**src/hw/rtl/itf_pkg.sv**
```systemverilog
package itf_pkg;

  localparam int LONG_BITS = 32;
  localparam int MAX_WIDTH = 62;

  localparam int VALUE_W    = 64;
  localparam int NUM_DIGITS = 22;
  localparam int DIGIT_W    = 4;
  localparam int DREG_W     = NUM_DIGITS * DIGIT_W;
  localparam int NDIG_W     = $clog2(NUM_DIGITS + 1);
  localparam int STEP_W     = $clog2(VALUE_W);
  localparam int POS_W      = 7;

  localparam logic [VALUE_W-1:0] LONG_MASK =
    (LONG_BITS >= VALUE_W) ? {VALUE_W{1'b1}} :
    ((VALUE_W'(1) << LONG_BITS) - VALUE_W'(1));

  localparam logic [5:0] MAX_WIDTH_V = 6'(MAX_WIDTH);

  localparam logic [7:0] CH_ZERO  = 8'h30;
  localparam logic [7:0] CH_SPACE = 8'h20;
  localparam logic [7:0] CH_MINUS = 8'h2d;
  localparam logic [7:0] CH_LO_X  = 8'h78;
  localparam logic [7:0] CH_UP_X  = 8'h58;
  localparam logic [7:0] CH_LO_A  = 8'h61;
  localparam logic [7:0] CH_UP_A  = 8'h41;

  typedef enum logic [2:0] {
    ACT_SDEC = 3'd0,
    ACT_UDEC = 3'd1,
    ACT_LHEX = 3'd2,
    ACT_UHEX = 3'd3,
    ACT_OCT  = 3'd4,
    ACT_PTR  = 3'd5
  } action_t;

  typedef enum logic [1:0] {
    BASE_DEC,
    BASE_HEX,
    BASE_OCT
  } base_t;

  typedef enum logic [2:0] {
    ST_IDLE,
    ST_DABBLE,
    ST_NORM,
    ST_SETUP,
    ST_EMIT
  } state_t;

  // Commands from the sequencer to the digit unit.
  typedef struct packed {
    logic  load;
    base_t base;
    logic  step;
    logic  drop;
    logic  shift;
  } itf_dctl_t;

  function automatic logic [7:0] digit_char(input logic [DIGIT_W-1:0] d,
                                            input logic upper);
    logic [7:0] d8;
    d8 = {4'b0, d};
    if (d < 4'd10) begin
      return CH_ZERO + d8;
    end
    return (upper ? CH_UP_A : CH_LO_A) + d8 - 8'd10;
  endfunction

endpackage

```
**src/hw/rtl/itf_digit_unit.sv**
```systemverilog
module itf_digit_unit
  import itf_pkg::*;
(
  input  logic                 clk,
  input  logic                 rst_n,
  input  itf_dctl_t            ctl,
  input  logic [VALUE_W-1:0]   value,
  output logic [DIGIT_W-1:0]   top_digit,
  output logic [NDIG_W-1:0]    ndig
);

  logic [DREG_W-1:0]  dreg_r, dreg_nxt;
  logic [VALUE_W-1:0] bin_r, bin_nxt;
  logic [NDIG_W-1:0]  ndig_r, ndig_nxt;
  logic [DREG_W-1:0]  adj;
  logic [VALUE_W+1:0] oct_src;
  logic [DREG_W-1:0]  oct_load;

  always_comb begin
    oct_src = {2'b00, value};
    for (int i = 0; i < NUM_DIGITS; i++) begin
      oct_load[i*DIGIT_W +: DIGIT_W] = {1'b0, oct_src[i*3 +: 3]};
    end
  end

  // Add three to every BCD digit of five or more before the shift.
  always_comb begin
    for (int i = 0; i < NUM_DIGITS; i++) begin
      if (dreg_r[i*DIGIT_W +: DIGIT_W] >= 4'd5) begin
        adj[i*DIGIT_W +: DIGIT_W] = dreg_r[i*DIGIT_W +: DIGIT_W] + 4'd3;
      end else begin
        adj[i*DIGIT_W +: DIGIT_W] = dreg_r[i*DIGIT_W +: DIGIT_W];
      end
    end
  end

  always_comb begin
    dreg_nxt = dreg_r;
    bin_nxt  = bin_r;
    ndig_nxt = ndig_r;
    if (ctl.load) begin
      ndig_nxt = NDIG_W'(NUM_DIGITS);
      bin_nxt  = value;
      unique case (ctl.base)
        BASE_HEX: dreg_nxt = DREG_W'(value);
        BASE_OCT: dreg_nxt = oct_load;
        default:  dreg_nxt = '0;
      endcase
    end else if (ctl.step) begin
      dreg_nxt = {adj[DREG_W-2:0], bin_r[VALUE_W-1]};
      bin_nxt  = {bin_r[VALUE_W-2:0], 1'b0};
    end else if (ctl.drop) begin
      dreg_nxt = {dreg_r[DREG_W-DIGIT_W-1:0], {DIGIT_W{1'b0}}};
      ndig_nxt = ndig_r - NDIG_W'(1);
    end else if (ctl.shift) begin
      dreg_nxt = {dreg_r[DREG_W-DIGIT_W-1:0], {DIGIT_W{1'b0}}};
    end
  end

  always_ff @(posedge clk) begin
    if (!rst_n) begin
      ndig_r <= NDIG_W'(NUM_DIGITS);
    end else begin
      ndig_r <= ndig_nxt;
    end
    dreg_r <= dreg_nxt;
    bin_r  <= bin_nxt;
  end

  assign top_digit = dreg_r[DREG_W-1 -: DIGIT_W];
  assign ndig      = ndig_r;

endmodule

```
**src/hw/rtl/integer_to_text_formatter.sv**
```systemverilog
// Channel   Ports                                        Transaction
// input     start, busy, in_value .. in_alternate        start high, busy low
// result    out_strobe, out_char_out, out_last_char      out_strobe high, one cycle
//
// One request passes through a load, the double-dabble steps for decimal only,
// the stripping of leading zero digits (keeping at least one), a setup step and
// then the characters (at most 64); all of it runs on the shared digit register.
// A new request may start as soon as busy falls. Reset is synchronous and
// active low and returns the sequencer to idle. The receiver cannot stall.
module integer_to_text_formatter
  import itf_pkg::*;
(
  input  logic               clk,
  input  logic               rst_n,
  input  logic               start,
  output logic               busy,
  input  logic [63:0]        in_value,
  input  logic [2:0]         in_action,
  input  logic [1:0]         in_length_mods,
  input  logic [5:0]         in_field_width,
  input  logic               in_zero_pad,
  input  logic               in_alternate,
  output logic               out_strobe,
  output logic [7:0]         out_char_out,
  output logic               out_last_char
);

  state_t state_r, state_nxt;
  logic [STEP_W-1:0] step_r, step_nxt;
  logic [POS_W-1:0] pos_r, pos_nxt;
  logic [POS_W-1:0] npre_r, npre_nxt;
  logic [POS_W-1:0] lead_r, lead_nxt;
  logic [POS_W-1:0] total_r, total_nxt;
  logic [5:0] pads_r, pads_nxt;
  logic [5:0] width_r, width_nxt;
  action_t act_r, act_nxt;
  logic neg_r, neg_nxt;
  logic nz_r, nz_nxt;
  logic zpad_r, zpad_nxt;
  logic alt_r, alt_nxt;
  logic strobe_r, strobe_nxt;
  logic [7:0] char_r, char_nxt;
  logic last_r, last_nxt;

  itf_dctl_t dctl;
  logic [DIGIT_W-1:0] top_digit;
  logic [NDIG_W-1:0] ndig;

  action_t act_in;
  logic [VALUE_W-1:0] v_nar, v_mag;
  logic use_long, neg_in;
  logic [5:0] body;
  logic [POS_W-1:0] q;

  always_comb begin
    act_in = (in_action > ACT_PTR) ? ACT_UDEC : action_t'(in_action);
    use_long = (act_in == ACT_PTR) || (in_length_mods < 2'd2);
    v_nar = in_value;
    if (use_long) begin
      v_nar = in_value & LONG_MASK;
      if ((act_in == ACT_SDEC) && in_value[LONG_BITS-1]) begin
        v_nar = v_nar | ~LONG_MASK;
      end
    end
    neg_in = (act_in == ACT_SDEC) && v_nar[VALUE_W-1];
    v_mag = neg_in ? (VALUE_W'(0) - v_nar) : v_nar;
  end

  itf_digit_unit u_digits (
    .clk       (clk),
    .rst_n     (rst_n),
    .ctl       (dctl),
    .value     (v_mag),
    .top_digit (top_digit),
    .ndig      (ndig)
  );

  always_comb begin
    state_nxt  = state_r;
    step_nxt   = step_r;
    pos_nxt    = pos_r;
    npre_nxt   = npre_r;
    lead_nxt   = lead_r;
    total_nxt  = total_r;
    pads_nxt   = pads_r;
    width_nxt  = width_r;
    act_nxt    = act_r;
    neg_nxt    = neg_r;
    nz_nxt     = nz_r;
    zpad_nxt   = zpad_r;
    alt_nxt    = alt_r;
    strobe_nxt = 1'b0;
    char_nxt   = char_r;
    last_nxt   = last_r;
    dctl       = '{load: 1'b0, base: BASE_DEC, step: 1'b0, drop: 1'b0, shift: 1'b0};
    body       = 6'({1'b0, ndig}) + 6'(neg_r);
    q          = pos_r - npre_r;

    unique case (state_r)
      ST_IDLE: begin
        if (start) begin
          act_nxt   = act_in;
          neg_nxt   = neg_in;
          nz_nxt    = (v_mag != '0);
          zpad_nxt  = in_zero_pad;
          alt_nxt   = in_alternate;
          width_nxt = (in_field_width == 6'd0) ? 6'd1 :
                      (in_field_width > MAX_WIDTH_V) ? MAX_WIDTH_V : in_field_width;
          dctl.load = 1'b1;
          step_nxt  = '0;
          unique case (act_in)
            ACT_LHEX, ACT_UHEX, ACT_PTR: begin
              dctl.base = BASE_HEX;
              state_nxt = ST_NORM;
            end
            ACT_OCT: begin
              dctl.base = BASE_OCT;
              state_nxt = ST_NORM;
            end
            default: begin
              dctl.base = BASE_DEC;
              state_nxt = ST_DABBLE;
            end
          endcase
        end
      end
      ST_DABBLE: begin
        dctl.step = 1'b1;
        step_nxt  = step_r + STEP_W'(1);
        if (step_r == {STEP_W{1'b1}}) begin
          state_nxt = ST_NORM;
        end
      end
      ST_NORM: begin
        if ((top_digit == '0) && (ndig > NDIG_W'(1))) begin
          dctl.drop = 1'b1;
        end else begin
          state_nxt = ST_SETUP;
        end
      end
      ST_SETUP: begin
        unique case (act_r)
          ACT_PTR:            npre_nxt = POS_W'(2);
          ACT_LHEX, ACT_UHEX: npre_nxt = alt_r ? POS_W'(2) : POS_W'(0);
          ACT_OCT:            npre_nxt = (alt_r && nz_r) ? POS_W'(1) : POS_W'(0);
          default:            npre_nxt = POS_W'(0);
        endcase
        pads_nxt  = (width_r > body) ? (width_r - body) : 6'd0;
        lead_nxt  = npre_nxt + POS_W'(pads_nxt) + POS_W'(neg_r);
        total_nxt = lead_nxt + POS_W'(ndig);
        pos_nxt   = '0;
        state_nxt = ST_EMIT;
      end
      ST_EMIT: begin
        strobe_nxt = 1'b1;
        priority if (pos_r < npre_r) begin
          char_nxt = (pos_r == '0) ? CH_ZERO : ((act_r == ACT_UHEX) ? CH_UP_X : CH_LO_X);
        end else if (pos_r < lead_r) begin
          if (zpad_r) begin
            char_nxt = (neg_r && (q == '0)) ? CH_MINUS : CH_ZERO;
          end else begin
            char_nxt = (neg_r && (q == POS_W'(pads_r))) ? CH_MINUS : CH_SPACE;
          end
        end else begin
          char_nxt   = digit_char(top_digit, act_r == ACT_UHEX);
          dctl.shift = 1'b1;
        end
        last_nxt = (pos_r == total_r - POS_W'(1));
        pos_nxt  = pos_r + POS_W'(1);
        if (last_nxt) begin
          state_nxt = ST_IDLE;
        end
      end
      default: begin
        state_nxt = ST_IDLE;
      end
    endcase
  end

  always_ff @(posedge clk) begin
    if (!rst_n) begin
      state_r  <= ST_IDLE;
      strobe_r <= 1'b0;
      step_r   <= '0;
      pos_r    <= '0;
    end else begin
      state_r  <= state_nxt;
      strobe_r <= strobe_nxt;
      step_r   <= step_nxt;
      pos_r    <= pos_nxt;
    end
    npre_r  <= npre_nxt;
    lead_r  <= lead_nxt;
    total_r <= total_nxt;
    pads_r  <= pads_nxt;
    width_r <= width_nxt;
    act_r   <= act_nxt;
    neg_r   <= neg_nxt;
    nz_r    <= nz_nxt;
    zpad_r  <= zpad_nxt;
    alt_r   <= alt_nxt;
    char_r  <= char_nxt;
    last_r  <= last_nxt;
  end

  assign busy          = (state_r != ST_IDLE);
  assign out_strobe    = strobe_r;
  assign out_char_out  = char_r;
  assign out_last_char = last_r;

endmodule
```
**config.mk**
```make
export PLATFORM = sky130hd
export DESIGN_NAME = integer_to_text_formatter
export DESIGN_NICKNAME = d
export VERILOG_FILES = /design/src/hw/rtl/itf_pkg.sv /design/src/hw/rtl/itf_digit_unit.sv /design/src/hw/rtl/integer_to_text_formatter.sv
export SDC_FILE = /design/constraint.sdc
export NUM_CORES = 1
export LEC_CHECK = 0
export BUFFER_PORTS_ARGS = -buffer_cell sky130_fd_sc_hd__buf_4
export CORE_UTILIZATION = 40
export DETAILED_ROUTE_END_ITERATION = 8
export HOLD_SLACK_MARGIN = 0.05
export SLEW_MARGIN = 25
export SYNTH_ARGS = -nofsm -noshare
export SYNTH_HDL_FRONTEND = slang
export SYNTH_SLANG_ARGS = --single-unit
```
**constraint.sdc**
```tcl
create_clock -name clk -period 12.2 [get_ports clk]
set_input_delay 2.44 -clock clk [delete_from_list [all_inputs] [get_ports clk]]
set_output_delay 2.44 -clock clk [all_outputs]
set_load 0.02 [all_outputs]
```
=== Word-level counts from Yosys, hierarchy flattened ===
Index checks and enable logic that the tools add are counted.

* Bits in registers: 223
* Bits of input ports: 80
* Output and inout bits: 11
* Logic and storage cells: 207

* Add/subtract/negate cells: 36
* Magnitude comparators: 30
* Equality and inequality tests: 21
* Muxes and demuxes: 72
* Bitwise gates (word level): 2
* Reduce and logical (&&, ||, !) cells: 27

{| class="wikitable"
|+ Operators with widths
! cell !! count
|-
| 88-bit two-way mux || 4
|-
| 64-bit two-way mux || 5
|-
| 85-bit one-hot mux with 2 select lines || 1
|-
| 4-bit by 3-bit greater-or-equal comparator with 1-bit output, second input constant || 22
|-
| 4-bit two-way mux || 22
|-
| 4-bit by 2-bit adder with 4-bit output, second input constant || 21
|-
| 64-bit nonzero test || 1
|-
| 1-bit by 64-bit subtractor with 64-bit output, first input constant || 1
|-
| 8-bit two-way mux || 4
|-
| 6-bit two-way mux || 5
|-
| 3-bit two-way mux || 8
|-
| 3-bit by 2-bit == test with 1-bit output, second input constant || 6
|-
| 3-bit == test, second input constant || 5
|-
| 3-bit one-hot mux with 5 select lines || 1
|-
| 7-bit logical NOT || 2
|-
| 7-bit less-than comparator || 2
|-
| 7-bit two-way mux || 2
|-
| 7-bit one-hot mux with 2 select lines || 1
|-
| 1-bit two-way mux || 12
|-
| 6-bit one-hot mux with 2 select lines || 1
|-
| 5-bit two-way mux || 2
|-
| 7-bit by 4-bit adder with 8-bit output || 1
|-
| 2-bit inequality test, second input constant || 4
|-
| 8-bit by 4-bit subtractor with 8-bit output, second input constant || 1
|-
| other kinds (41) || 54
|}

=== Longest topological paths before layout ===
Gate-level depths: netlist (run 1).

* Depth in word-level cells: 10
* Mapped depth: 22
* Gate-level depth less buffers: 22

=== Cells and area by module ===
A second synthesis (run 1) with hierarchy kept.

* Cells, all modules: 1744
* Area, all modules: 16106.7 um^2

{| class="wikitable"
|+ By module, submodules not included
! module !! instances !! cells an instance !! area each (um^2) !! sequential area each (um^2)
|-
| itf_digit_unit || 1 || 916 || 9616.7 || 4664.5
|-
| integer_to_text_formatter || 1 || 828 || 6490.0 || 1631.6
|}

=== Least setup slack after synthesis (run 1) ===
Ideal clock, no wire load.

* Kind: input to register
* Start point: input port start
* End point: register u_digits.dreg_r[0], enable pin
* Library setup time: 1.077 ns
* Arrival: 5.366 ns
* Data required time: 11.123 ns
* Setup slack: 5.757 ns
* Stages on the path: 5
* Cells stage by stage: nand2_1 > inv_1 > nor2_1 > clkbuf_1 > o211ai_1

* Cells in the longest elaborated chain, start to end: 3

{| class="wikitable"
|+ RTL lines
! what !! RTL line !! RTL
|-
| from (decl) || integer_to_text_formatter.sv:15 || <nowiki>input logic start,</nowiki>
|-
| 3-bit two-way mux || integer_to_text_formatter.sv:101 || <nowiki>if (start) begin</nowiki>
|-
| 3-bit two-way mux || integer_to_text_formatter.sv:99 || <nowiki>unique case (state_r)</nowiki>
|-
| 4-bit nonzero test (no source line) || n/a ||
|-
| to (signal assigned) || itf_digit_unit.sv:66 || <nowiki>dreg_r <= dreg_nxt;</nowiki>
|-
| to (decl) || itf_digit_unit.sv:12 || <nowiki>logic [DREG_W-1:0] dreg_r, dreg_nxt;</nowiki>
|}

No other way between the ends.
A chain may end at the register's enable or synchronous reset.

=== Final worst setup path (run 1) ===
* Start point: input port in_action[1]
* End point: register nz_r (data pin)

* Cells in the longest elaborated chain, start to end: 9
* Elaborated cells between the ends (all ways): 12
* Classes of those cells: add/sub: 1; order compare: 1; eq/ne: 1; mux: 4; reduce/logical: 5

{| class="wikitable"
|+ RTL lines
! what !! RTL line !! RTL
|-
| from (decl) || integer_to_text_formatter.sv:18 || <nowiki>input logic [2:0] in_action,</nowiki>
|-
| 3-bit greater-than comparator (*) || integer_to_text_formatter.sv:56 || <nowiki>act_in = (in_action > ACT_PTR) ? ACT_UDEC : action_t'(in_action);</nowiki>
|-
| 3-bit two-way mux (*) || integer_to_text_formatter.sv:56 ||
|-
| named net act_in[2] || integer_to_text_formatter.sv:49 || <nowiki>action_t act_in;</nowiki>
|-
| 3-bit logical NOT || integer_to_text_formatter.sv:61, integer_to_text_formatter.sv:65 ||
|-
| 1-bit logical AND || integer_to_text_formatter.sv:61 || <nowiki>if ((act_in == ACT_SDEC) && in_value[LONG_BITS-1]) begin</nowiki>
|-
| 64-bit two-way mux || integer_to_text_formatter.sv:61 ||
|-
| 64-bit two-way mux || integer_to_text_formatter.sv:59 || <nowiki>if (use_long) begin</nowiki>
|-
| 1-bit by 64-bit subtractor with 64-bit output / 1-bit logical AND (equally long branches) || integer_to_text_formatter.sv:66, integer_to_text_formatter.sv:65 ||
|-
| 64-bit two-way mux (*) || integer_to_text_formatter.sv:66 || <nowiki>v_mag = neg_in ? (VALUE_W'(0) - v_nar) : v_nar;</nowiki>
|-
| 64-bit nonzero test (*) || integer_to_text_formatter.sv:104 || <nowiki>nz_nxt = (v_mag != '0);</nowiki>
|-
| to (signal assigned) || integer_to_text_formatter.sv:199 || <nowiki>nz_r <= nz_nxt;</nowiki>
|-
| to (decl) || integer_to_text_formatter.sv:38 || <nowiki>logic nz_r, nz_nxt;</nowiki>
|}

The timed path passes the listed nets; every way through them passes the cells marked *.

==> results of run 1 <==
power by group:
group	internal, uW	switching (uW)	total [uW]
combinational	702	1200	1900
sequential	1370	248	1620
clock	461	316	777
total	2540	1760	4300
Yosys cell counts, drive strengths merged (6+ instances only):
| library cell | count |
|---|---|
| edfxtp | 195 |
| dfxtp | 22 |
| o22ai | 13 |
| a22oi | 53 |
| nor2b | 26 |
| nand4 | 14 |
| inv | 100 |
| nor4 | 17 |
| o211ai | 12 |
| xnor2 | 73 |
| or4 | 15 |
| or3 | 10 |
| nand2b | 28 |
| a2bb2oi | 8 |
| clkbuf | 76 |
| and2 | 11 |
| o21ai | 131 |
| o221ai | 42 |
| nor3b | 25 |
| a21oi | 132 |
| nand2 | 206 |
| o31a | 11 |
| a21o | 12 |
| a31oi | 16 |
| xor2 | 54 |
| o41ai | 8 |
| a211oi | 11 |
| nand3 | 66 |
| a21boi | 6 |
| nor2 | 118 |
| nor3 | 48 |
| ha | 81 |
| and3 | 9 |
| buf | 20 |
cell type report:
cell class / instances / area (sq um) / share of cell area
clock inverters: 16 / 171 / 0.00977
repair buffers: 105 / 788 / 0.0449
multi-input cells: 1331 / 8580 / 0.489
clock buffers: 31 / 679 / 0.0387
flip-flops and latches: 217 / 6300 / 0.359
well taps: 518 / 648 / 0.0369
inverters: 101 / 379 / 0.0216
worst max-delay path, stage by stage:
cell and delay (ns):
buf_4 0.13, inv_1 0.05, ha_1 0.33, or4_1 0.61, a21o_1 0.18, buf_4 0.24
inv_1 0.44, buf_4 0.37, o41ai_1 0.14, xnor2_1 0.22, or4_1 0.56, nor4_1 0.42
nand4_1 0.24, or4_1 0.56
worst paths after layout:
kind,startpoint,end,slack [ns],depth (start not counted)
max,in_action[1],nz_r$_DFFE_PP_,5.52,14
min,step_r[5]$_SDFFE_PN0P_,step_r[5]$_SDFFE_PN0P_,0.46,1
max reg2reg,neg_r$_DFFE_PP_,total_r[6]$_DFFE_PP_,6.61,19
min reg2reg,step_r[5]$_SDFFE_PN0P_,step_r[5]$_SDFFE_PN0P_,0.46,1
cells by family after synthesis:
group	synth area share
simple gates	0.195
compound gates	0.205
flops	0.403
buf+inv	0.0490
xor+xnor	0.0712
fa+ha+maj	0.0713
mux	0.00489
other cells	0.000240
through the flow:
step | utilization | instance area [sq um]
finish | 0.455 | 17500
global route | 0.455 | 17500
CTS | 0.455 | 17500
detailed placement | 0.433 | 16700
global placement | 0.433 | 16700
floorplan | - | 15600
state kept, by name (all words and copies together), names as in the netlist:
| register | count |
|---|---|
| step_r | 6 |
| npre_r | 2 |
| u_digits.ndig | 5 |
| u_digits.bin_r | 64 |
| width_r | 6 |
| act_r | 3 |
| out_strobe | 1 |
| nz_r | 1 |
| zpad_r | 1 |
| alt_r | 1 |
| neg_r | 1 |
| state_r | 3 |
| pads_r | 6 |
| lead_r | 7 |
| out_last_char | 1 |
| pos_r | 7 |
| out_char_out | 7 |
| u_digits.dreg_r | 88 |
| total_r | 7 |
metal layers:
layer,vias to the layer above,part of all wire
met5,-,0
met2,472,0.43
li1,6489,-
met4,0,0.014
met3,45,0.072
met1,6373,0.48
==> results_dict.tcl, run 1 <==
set metrics [dict create \
    numPortBuffers 88 \
    crit_type "primary input to flip-flop" \
    viasPerCell 5.77 \
    final_cell_count_no_fill 2319 \
    hold_ws_ns 0.458 \
    p_total_uw 4300 \
    pre_cts_slack_ns 5.01 \
    grt_busiest_layer "met1" \
    die_area_sq_mm 0.0398 \
    grt_max_degree 94 \
    use_met3 0.0230 \
    post_cts_buffers 0 \
    cts.sinks 217 \
    period_needed_ns 6.68 \
    clock_tree.root_cell "clkbuf_16" \
    cts_tree "yes" \
    dr.first_iter.drc_count 1197 \
    die_h_um 200 \
    hpwl_um 31100 \
    hp-class "flip-flop to flip-flop" \
    worst_slew_pin_slew_ns 0.936 \
    fmax_mhz 150 \
    antenna_found_initial 0 \
    hold_buffers 0 \
    cp_max_fo 34 \
    cts_buffers 26 \
    ios 91 \
    cp-end-kind "flip-flop" \
    syn-num-nets 1911 \
    totalWireLength_um 43700 \
    initial_core_util 0.405 \
    synth_edf_count 195 \
    htree_levels 1 \
    syn-instance-count 1745 \
    ys_warn_count 0 \
    globalRouteMet2Util 0.329 \
    cap_violations 0 \
    core_sq_mm 0.0386 \
    n_antenna_cell 0 \
    drive_above_1_share 0.0988 \
    dpl.cell_count 2272 \
    clock_latency_ns 0.55 \
    rsz0062_at_grt "no" \
    ys_seq_elements 217 \
    cts_resized 0 \
    drc 0 \
    cp.arrival_ns 6.97 \
    final_common_cell "nand2_1" \
    routed-via-count 13400 \
    async_flop_share 0 \
    wl_per_cell_um 18.8 \
    syn_area_sq_mm 0.0156 \
    avgSynthCellArea_sq_um 8.95 \
    slew_headroom 0.376 \
    worst_clock_skew_ns 0.0235 \
    clkTransAtPathRegs_ns 0.06 \
    yosysUniqueCellTypes 79 \
    use_met1 0.338 \
    yosys.area.top_type "edfxtp_1" \
    die_w_um 200 \
    hold_viol 0 \
    synthTopCellsByArea "edfxtp_1, ha_1, nand2_1" \
    syn_to_final_growth_pct 12.3 \
    rows 72 \
    fillers 3795 \
    power_density_mw_per_mm2 245 \
    required_ns 12.48 \
    grtUsageTotal 0.219 \
    gp_congestion 0.910 \
    netlist.area_leader.share 0.375 \
    grt_pass1_wl_um 69000 \
    setup-tns-final_ns 0 \
    clk_path_buf_depth 3 \
    dominantRegCellSynth "edfxtp_1" \
    final-max-slew-violation-count 0 \
    ant_nets 0 \
    overflow 0 \
    status "complete, no violations" \
    mostFrequentLayoutCells "nand2_1, edfxtp_1, a21oi_1, o21ai_0, nor2_1" \
    nNetsFinal 1948 \
    irDropWorstVdd_mv 0.129 \
    fin_ws_ns 5.52 \
    fin_crit_sh 0.548 \
    grt_pass1_vias 12300 \
    leakagePower_uw 0.00660 \
    final-setup-viol-count 0 \
    seq_area_frac_synth 0.403 \
    cp-start-kind "primary input" \
    drt-pass1-iter-count 5 \
]
Power figures use the tool's default switching activity.
==> inputs of run 2 (changes only) <==
--- a/config.mk
+++ b/config.mk
@@ -5,6 +5,7 @@
 export SDC_FILE = /design/constraint.sdc
 export NUM_CORES = 1
 export LEC_CHECK = 0
+export ABC_AREA = 1
 export BUFFER_PORTS_ARGS = -buffer_cell sky130_fd_sc_hd__buf_4
 export CORE_UTILIZATION = 40
 export DETAILED_ROUTE_END_ITERATION = 8
==> constraint.sdc (replaced) <==
create_clock -name clk -period 6.25 [get_ports clk]
set_input_delay 1.25 -clock clk [delete_from_list [all_inputs] [get_ports clk]]
set_output_delay 1.25 -clock clk [all_outputs]
set_load 0.02 [all_outputs]
==> run 2 against run 1 <==
Worst hold slack better by 0.025 ns; synthesized area increased by 5.3%; design area is 4.4% higher; register-to-register slack worse by 4.9 ns; sequential power increased by 80%; clock skew decreased by 0.012 ns; global-route usage is 0.72 points lower; combinational power is 64% higher; sequential share of layout area decreased by 1.5 points; clock power is 84% higher; setup slack got worse by 3.9 ns; sequential cell count stayed put; largest power group unchanged.
==> results_dict.tcl, run 2 <==
set metrics [dict create \
    status "complete, no violations" \
    post-synth-top-count-cell "nand2_1" \
    cp-end-kind "flip-flop" \
    slew_headroom 0.326 \
    hold_buffers 0 \
    syn-instance-count 2192 \
    cp_max_fo 61 \
    swShare 0.407 \
    clock_tree.root_cell "clkbuf_16" \
    required_ns 6.51 \
    initial_core_util 0.409 \
    final-setup-viol-count 0 \
    die_h_um 205 \
    hold_viol 0 \
    routed-via-count 14800 \
    rsz0062_at_grt "no" \
    period_needed_ns 4.58 \
    async_flop_share 0 \
    synth_edf_count 195 \
    netlist_top_cells_count "nand2_1, inv_1, edfxtp_1" \
    dominantRegCellSynth "edfxtp_1" \
    totalWireLength_um 44600 \
    drt-pass1-iter-count 5 \
    cts_tree "yes" \
    synthTopCellsByArea "edfxtp_1, nand2_1, inv_1" \
    power_density_mw_per_mm2 407 \
    crit_type "primary input to flip-flop" \
    ys_seq_elements 217 \
    fin_crit_sh 0.733 \
    grtUsageTotal 0.211 \
    rows 73 \
    fillers 4038 \
    irDropWorstVdd_mv 0.302 \
    die_w_um 205 \
    cap_violations 0 \
    path_cells "buf_4 -> inv_1 -> ha_1 -> nand3_4 -> nand2_2 -> nand2_4 -> nand2_4 -> buf_4 -> nand3_1 -> nand2_1 -> nand2_1 -> nor2_1 -> nand2_1 -> nor2_1 -> nand2_1 -> nor2_1 -> nand2_1" \
    post_cts_buffers 0 \
    p_sw_uw 3040 \
    largest_reg_flops 88 \
    yosys.area.top_type "edfxtp_1" \
    nNetsFinal 2406 \
    cp-start-kind "primary input" \
    wl_per_cell_um 16.0 \
    clock_latency_ns 0.53 \
    max_stage_delay_ns 0.60 \
    die_area_sq_mm 0.0419 \
    htree_levels 1 \
    clkTransAtPathRegs_ns 0.06 \
    syn_area_sq_mm 0.0165 \
    cp.arrival_ns 4.84 \
    grt_max_degree 131 \
    pre_cts_slack_ns 1.17 \
    setup-tns-final_ns 0 \
    fin_ws_ns 1.67 \
    n_antenna_cell 0 \
    worst_clock_skew_ns 0.0113 \
    core_sq_mm 0.0402 \
    hold_ws_ns 0.483 \
    dpl-instance-area_sq_mm 0.0175 \
    overflow 0 \
    drc 0 \
    ant_nets 0 \
    yosysUniqueCellTypes 58 \
    p_int_uw 4420 \
    ys_warn_count 0 \
    clkPwrFrac 0.192 \
    clk_path_buf_depth 3 \
    cpMaxStageDelayCell "nand2_4" \
    combPwrFrac 0.417 \
    ios 91 \
    antenna_found_initial 0 \
    netlist.area_leader.share 0.356 \
    path_common_cell "nand2_1" \
    hpwl_um 32400 \
    hp-class "flip-flop to flip-flop" \
    grt_pass1_vias 13800 \
    numPortBuffers 88 \
    seq_area_frac_synth 0.383 \
    mostFrequentLayoutCells "nand2_1, inv_1, edfxtp_1, nand3_1, o21ai_0" \
    viasPerCell 5.33 \
    leakagePower_uw 0.00794 \
    gp_congestion 0.875 \
    dr.first_iter.drc_count 1259 \
    final-max-slew-violation-count 0 \
    final_common_cell "nand2_1" \
    pwr-share-seq 0.391 \
    grt_pass1_wl_um 71700 \
    avgSynthCellArea_sq_um 7.51 \
    p_total_uw 7460 \
    drive_above_1_share 0.0974 \
    cts_buffers 26 \
    cts.sinks 217 \
    top_register "u_digits.dreg_r" \
    syn-num-nets 2358 \
    syn_to_final_growth_pct 11.3 \
    reg_top3 "u_digits.dreg_r: 88 flops, u_digits.bin_r: 64 flops" \
    cts_resized 0 \
    worst_slew_pin_slew_ns 1.01 \
    final_area_sq_mm 0.0183 \
    fmax_mhz 218 \
]
## run 2: changes by cell type in the layout (fill, tap and decap cells not counted), sizes merged, moves of 47 or more
| cell | change |
|---|---|
| nor2 | +63 |
| a22oi | -50 |
| nand3 | +139 |
| o21ai | +56 |
| o211ai | +47 |
| nand2 | +351 |
| inv | +202 |
| xnor2 | -64 |
## run 2: power groups by stage
stage | Clock, uW | Sequential (uW) | Combinational (uW)
detailed placement | 0 | 2920 | 3090
CTS | 1460 | 2910 | 3100
finish | 1430 | 2920 | 3110
global placement | 0 | 2910 | 2990
floorplan | 0 | 2890 | 2310
global route | 1510 | 2990 | 3550
## run 2: worst paths after layout
path	depth (start not counted)	slack (ns)	start	endpoint
worst max-delay path	17	1.67	in_action[1]	nz_r$_DFFE_PP_
worst min-delay path	2	0.48	step_r[4]$_SDFFE_PN0P_	step_r[4]$_SDFFE_PN0P_
worst max register to register	23	1.69	neg_r$_DFFE_PP_	total_r[5]$_DFFE_PP_
worst min register to register	2	0.48	step_r[4]$_SDFFE_PN0P_	step_r[4]$_SDFFE_PN0P_
## run 2: layer usage
| metal | global-route usage | vias up | part of all wire |
|---|---|---|---|
| li1 | - | 7492 | - |
| met1 | 0.312 | 6857 | 0.48 |
| met2 | 0.329 | 441 | 0.44 |
| met3 | 0.0256 | 54 | 0.067 |
| met4 | 0.0442 | 0 | 0.015 |
| met5 | 0 | - | 0 |
## run 2: kinds of logic (layout without fill, tap and decap cells)
kind of cell | after synthesis | after routing | synth area share
AND/OR/NAND/NOR | 1021 | 1021 | 0.274
XOR/XNOR | 53 | 53 | 0.0282
AO/OA/AOI/OAI | 429 | 429 | 0.154
flip-flops | 217 | 217 | 0.383
adder cells (fa/ha/maj) | 86 | 86 | 0.0677
other | 1 | 1 | 0.000228
buffers and inverters | 385 | 452 | 0.0938
## run 2: cell type report
| type | instances | area (sq um) | area share |
|---|---|---|---|
| tap | 525 | 657 | 0.0359 |
| sequential | 217 | 6300 | 0.344 |
| timing repair buffer | 102 | 791 | 0.0432 |
| multi-input combinational | 1590 | 8640 | 0.472 |
| clock inverter | 15 | 93.8 | 0.00512 |
| clock buffer | 32 | 694 | 0.0379 |
| inverter | 303 | 1140 | 0.0622 |
## run 2: worst max-delay path: cells and delay by family
family	cells	cell delay (ns)
buffers and inverters	3	0.72
adders and majority gates	1	0.25
and+or+nand+nor	13	2.57
## run 2: metrics by stage
stage,util,std cells
2_1_floorplan,-,2192
3_3_place_gp,0.436,2737
3_5_place_dp,0.436,2737
4_1_cts,0.456,2784
5_1_grt,0.456,2784
6_report,0.456,2784
